`src/hw/rtl/tsli_pkg.sv`:
```
// Package for the table search linear interpolator.
// Holds table geometry constants, cmd/status codes, and divider request/response types.
// No dependencies.
`default_nettype none
package tsli_pkg;
    localparam int TABLE_DEPTH   = 1024;
    localparam int IDX_W         = $clog2(TABLE_DEPTH);
    localparam int CNT_W         = 11;
    localparam int COARSE_STRIDE = 10;
    localparam int DATA_W        = 32;
    localparam int PROD_W        = 66;

    typedef enum logic [1:0] {
        CMD_LOAD   = 2'd0,
        CMD_SEARCH = 2'd1,
        CMD_GIVEN  = 2'd2,
        CMD_NONE   = 2'd3
    } cmd_t;

    typedef enum logic [1:0] {
        ST_OK    = 2'd0,
        ST_BELOW = 2'd1,
        ST_ABOVE = 2'd2,
        ST_EQUAL = 2'd3
    } status_t;

    typedef struct packed {
        logic              start;
        logic [PROD_W-1:0] dividend;
        logic [DATA_W:0]   divisor;
    } div_req_t;

    typedef struct packed {
        logic              done;
        logic [PROD_W-1:0] quot;
        logic [DATA_W:0]   rem;
    } div_rsp_t;
endpackage
`default_nettype wire

```
`src/hw/rtl/tsli_divider.sv`:
```
// Restoring serial divider, one quotient bit per cycle.
// Depends on tsli_pkg.
`default_nettype none
module tsli_divider (
    input  wire logic              aclk,
    input  wire logic              aresetn,
    input  wire tsli_pkg::div_req_t req,
    output tsli_pkg::div_rsp_t     rsp
);
    import tsli_pkg::*;

    localparam int STEP_W = $clog2(PROD_W + 1);

    logic              busy_reg, busy_next;
    logic              done_reg, done_next;
    logic [STEP_W-1:0] step_reg, step_next;
    logic [PROD_W-1:0] quot_reg, quot_next;
    logic [DATA_W:0]   rem_reg, rem_next;
    logic [DATA_W:0]   dsr_reg, dsr_next;
    logic [DATA_W+1:0] trial;

    always_comb begin
        busy_next = busy_reg;
        done_next = 1'b0;
        step_next = step_reg;
        quot_next = quot_reg;
        rem_next  = rem_reg;
        dsr_next  = dsr_reg;
        trial     = {rem_reg, quot_reg[PROD_W-1]} - {1'b0, dsr_reg};
        if (req.start) begin
            busy_next = 1'b1;
            step_next = STEP_W'(PROD_W);
            quot_next = req.dividend;
            rem_next  = '0;
            dsr_next  = req.divisor;
        end else if (busy_reg) begin
            if (!trial[DATA_W+1]) begin
                rem_next = trial[DATA_W:0];
            end else begin
                rem_next = {rem_reg[DATA_W-1:0], quot_reg[PROD_W-1]};
            end
            quot_next = {quot_reg[PROD_W-2:0], ~trial[DATA_W+1]};
            step_next = step_reg - 1'b1;
            if (step_reg == STEP_W'(1)) begin
                busy_next = 1'b0;
                done_next = 1'b1;
            end
        end
    end

    always_ff @(posedge aclk) begin
        if (!aresetn) begin
            busy_reg <= 1'b0;
            done_reg <= 1'b0;
            step_reg <= '0;
        end else begin
            busy_reg <= busy_next;
            done_reg <= done_next;
            step_reg <= step_next;
        end
        quot_reg <= quot_next;
        rem_reg  <= rem_next;
        dsr_reg  <= dsr_next;
    end

    assign rsp.done = done_reg;
    assign rsp.quot = quot_reg;
    assign rsp.rem  = rem_reg;

`ifndef SYNTHESIS
    a_done_after_busy: assert property (@(posedge aclk) disable iff (!aresetn)
        done_reg |-> !busy_reg) else $error("divider done while busy");
    a_done_pulse: assert property (@(posedge aclk) disable iff (!aresetn)
        done_reg |=> !done_reg) else $error("divider done held");
    a_step_zero_idle: assert property (@(posedge aclk) disable iff (!aresetn)
        !busy_reg && !req.start |=> !busy_reg) else $error("divider woke alone");
`endif
endmodule
`default_nettype wire

```
`config.mk`:
```
export PLATFORM = sky130hd
export DESIGN_NAME = tsli_divider
export DESIGN_NICKNAME = d
export VERILOG_FILES = /design/src/hw/rtl/tsli_pkg.sv /design/src/hw/rtl/tsli_divider.sv
export SDC_FILE = /design/constraint.sdc
export NUM_CORES = 1
export LEC_CHECK = 0
export ABC_AREA = 0
export CORE_MARGIN = 4
export CORE_UTILIZATION = 60
export CTS_CLUSTER_DIAMETER = 150
export DETAILED_ROUTE_END_ITERATION = 16
export DONT_BUFFER_PORTS = 1
export GPL_TIMING_DRIVEN = 0
export PLACE_DENSITY = 0.76
export SYNTH_ARGS = -nofsm -noshare
export SYNTH_HDL_FRONTEND = slang
export SYNTH_SLANG_ARGS = --single-unit
```
`constraint.sdc`:
```
create_clock -name aclk -period 4.85 [get_ports aclk]
set_input_delay 0.2425 -clock aclk [delete_from_list [all_inputs] [get_ports aclk]]
set_output_delay 0.2425 -clock aclk [all_outputs]
set_load 0.02 [all_outputs]
```
# Yosys cells after proc, flatten, opt, wreduce, memory -nomap -nowiden
# Cells that the tools add are included.
[word_totals]
rom_bits = 0
mem_count = 0
register_bits = 141
out_inout_bits = 100
wordCells = 25
ram_bits = 0
latchBits = 0
in_bits = 102
[classes]
n_lt_le_gt_ge = 0
bitwise = 3
n_reduce_logical = 3
n_shift = 0
mul = 0
add_sub_neg = 2
n_div = 0
muxes = 9
eq_ne = 1
[op_table]
columns = ["op", "n"]
rows = [
  ["$mux W66", 2],
  ["$sub A34 B33 Y34", 1],
  ["$mux W33", 1],
  ["$mux W7", 2],
  ["$eq A7 B1 Y1 const B", 1],
  ["$sub A7 B1 Y7 const B", 1],
  ["$mux W1", 4],
  ["$not A1 Y1", 3],
  ["$reduce_or A3 Y1", 1],
  ["$reduce_bool A2 Y1", 1],
  ["$reduce_or A2 Y1", 1],
]

# Logic depth before layout (Yosys ltp)
[logic_depth]
word_depth = 4
depth_mapped = 13
ltp_nobuf = 12

# Worst setup path before layout
# No wires, ideal clock.
[synth_path]
kind = "register to register"
start = "register rem_reg[15]"
end = "register rem_reg[21]"
stages_incl_launch_ff = 12
t_arrival_ns = 3.225
path_buffers = 2
required_ns = 4.759
setup_ns = 0.091
period_less_slack_ns = 3.316
path_slack_ns = 1.534
path_cell_list = "dfxtp_1 -> ha_1 -> clkbuf_1 -> nand2_1 -> o311a_1 -> or4_4 -> o211ai_4 -> o221ai_4 -> xor2_2 -> clkbuf_1 -> nand2_1 -> a311oi_1"
[synth_between]
elab_chain_len = 2
[synth_lines]
columns = ["item", "line_no", "rtl"]
rows = [
  ["start: declaration", "tsli_divider.sv:18", "logic [DATA_W:0] rem_reg, rem_next;"],
  ["start signal: assignment", "tsli_divider.sv:62", "rem_reg <= rem_next;"],
  ["$sub A34 B33 Y34", "tsli_divider.sv:29", "trial = {rem_reg, quot_reg[PROD_W-1]} - {1'b0, dsr_reg};"],
  ["$mux W33", "tsli_divider.sv:37", "if (!trial[DATA_W+1]) begin"],
]
# Every way passes these cells.
# A chain may end at the register's enable or synchronous reset.

# Worst setup path after layout
[layout_path]
start = "register rem_reg[15]"
end = "register rem_reg[14]"
# The elaborated chain is that of the path after synthesis.

==> impl_results.md <==
- Post-Syn Area: between 7000 and 8000 µm²
- Die Ht: between 100 and 150 µm
- Synth Warn #: 0
- Tot GR Track Use: between 20% and 30%
- Buffers & Inverters on Critical Path: 2
- Slew Limit Fails: 0
- CP max stage cell: or4_4
- Unrepaired setup endpoints after global routing: no
- CTS Buffer Depth: 2
- Largest area contributor in the netlist: edfxtp_1
- Mean area per synthesized cell: roughly 11 µm²
- Worst Setup End Kind: flop
- Die W: ~120 µm
- Layout cells sized above 1: around 15%
- Fill count: 890
- Initial core utilization: 62.3%
- Relative slew slack: around a quarter
- Initial antenna violation count: 3
- Sequential area share after synthesis: approximately half
- Run status: finished clean
- CTS Sinks: roughly 140
- Top-count cell post-synth: edfxtp_1
- DRT iter0 DRCs: 306
- Ranking of synthesized cells by area: edfxtp_1, dfxtp_1, mux2_2
- Final hold vios: 0
- DRC: 0
- Hold Crit Class: primary input to flop
- Placed Instances: 869
- Setup TNS: 0 ns
- Crit-path cells: ha_1 -> clkbuf_1 -> nand2_1 -> o311a_1 -> or4_4 -> o211ai_4 -> o221ai_4 -> xor2_2 -> clkbuf_1 -> nand2_1 -> a311oi_1
- GRT overflow: 0
- Number of synthesized flops with an enable pin: approximately 100
- Finished Layout Cells: around 940
- Antenna Nets Post-Route: 0
- Max-cap check violation count: 0
- Post-route clock period utilization: 85.8%
- Vias per inst: about 6.0
- PD cells: 404 nW/µm²
- Worst Path Required: a little over 5 ns
- Max frequency: approximately 240 MHz
- Largest net degree at the start of global routing: 43
- Dominant synthesized flop cell: edfxtp_1
- Vias in the first global route: around 5.8k
- Post-CTS Setup Bufs: 0
- Max incr delay on CP: between 0.5 and 0.6 ns
- Core box area: ~12,000 µm²
- Crit Path Category: flop to flop
- Fin crit period: between 4 and 5 ns
- Worst-path clk slew: 0.06 ns
- Total Wirelength: around 19 mm
- Global-route wire length before repair: about 30 mm
- Startpoint Class: flop
- PortBufs: 0
- Yosys reg bits: about 140
- Inserted Diodes: 0
- Area growth syn-to-layout: 15.6%
- Post-synthesis cell count: 700
- H-tree levels: 4
- Leading cell types by count after synthesis: edfxtp_1, nand2_1, mux2_2
- Pleak: approximately 3.3 nW
- Arr. time, crit path: around 4.5 ns
- Synthesized Nets: 838
- Rows: 40
- DP Wirelength: around 14 mm
- Post-synth top area share: 39.3%
- Total power: roughly 3.5 mW
- Final Wtd Congestion: between 0.9 and 1
- CTS Root Cell: clkbuf_16
- Max FFs per register: 66
- Final setup viols: 0
- Die area: approximately 14,000 µm²
- CTS tree: done
- Unique masters post-synth: 57
- Async S/R FF share, synth: 0%
- Nets@finish: approximately 890
- DRT Pass-1 Iters: 6
- Worst Skew: approximately 0.011 ns
- VDD IR max: ~280 µV
- Total CTS buffers: 17
- Worst slew pin tran: ~1.1 ns
- Cell family with most CP delay: compound AO/OA/AOI/OAI gates
- Io pins: approximately 200
- DR vias: about 5.7k
- Maximum net fanout on the critical path: 10
- Wire per inst: 20.6 µm
- Clk Latency, worst-skew pair: roughly 0.42 ns
==> cell type report <==
class | instances | area [µm²] | share of cell area, %
plain buffers | 32 | 146 | 1.67
multi-input cells | 478 | 3430 | 39.2
inverters | 49 | 184 | 2.10
clock inverters | 12 | 136 | 1.56
clock buffers | 20 | 457 | 5.22
well taps | 168 | 210 | 2.40
flip-flops and latches | 141 | 3810 | 43.5
repair buffers | 36 | 380 | 4.34
==> power by group <==
part | switching (mW) | internal (mW) | leakage (nW)
clock network | 0.501 | 0.789 | 0.283
logic | 0.361 | 0.267 | 1.71
registers | 0.194 | 1.42 | 1.33
==> path summary, 6_finish.rpt <==
| kind | endpoint | cells past startpoint | slack, ns | from |
|---|---|---|---|---|
| worst min register to register | step_reg[4]$_SDFFE_PP0P_ | 2 | 0.56 | step_reg[4]$_SDFFE_PP0P_ |
| worst max register to register | rem_reg[14]$_SDFFE_PP0P_ | 11 | 0.69 | rem_reg[15]$_SDFFE_PP0P_ |
| worst min-delay path | quot_reg[52]$_DFFE_PP_ | 1 | 0.04 | req[85] |
| worst max-delay path | rem_reg[14]$_SDFFE_PP0P_ | 11 | 0.69 | rem_reg[15]$_SDFFE_PP0P_ |
==> layout by cell type (no fill, tap or decap), types with 5 or more instances in the layout <==
cell type	n
edfxtp_1	99
nand2_1	82
mux2_2	66
nor2_1	52
inv_1	46
dfxtp_1	42
a21oi_1	37
ha_1	35
dlygate4sd3_1	34
o21ai_0	27
clkbuf_1	26
xnor2_1	24
a311oi_1	24
clkbuf_16	17
nor3_1	11
nand3_1	11
a21o_1	10
nor2b_1	9
xor2_1	9
a211oi_1	7
and3_1	6
nand4_1	6
o211ai_1	6
a31oi_1	6
o21a_1	5
==> through the flow <==
stage	util, %	cell area, µm²	hold WS [ns]	setup slack (ns)
final	72.0	8760	0.0429	0.688
after floorplan	-	7570	0.341	1.53
after detailed placement	64.2	7800	0.341	0.757
after global placement	64.0	7780	0.341	0.822
after CTS	72.0	8760	0.0278	0.715
after global routing	72.0	8760	0.0239	0.446
==> layer usage <==
layer  vias to the layer above  track usage (%)  routed length, µm
met4                         6             7.51                227
met5                         -                0                 28
met1                      2725             31.3               7420
met3                        26             10.8               1820
li1                       2662                -                  -
met2                       237             45.3               9770
==> cell families after synthesis <==
kind of cell | Yosys count | synth area share (%)
AOI/OAI and AO/OA | 146 | 13.4
xor gates and xnor gates | 35 | 4.39
and+or+nand+nor | 191 | 11.1
adders and majority gates | 36 | 6.05
muxes | 70 | 10.3
DFF | 141 | 50.4
buffers and inverters | 81 | 4.36
==> timing repair <==
action,4_1_cts,5_1_grt
resized for setup,0,0
endpoints found under the hold margin,69,0
hold buffers,35,0
No activity file was read; power rests on OpenSTA's default activity.
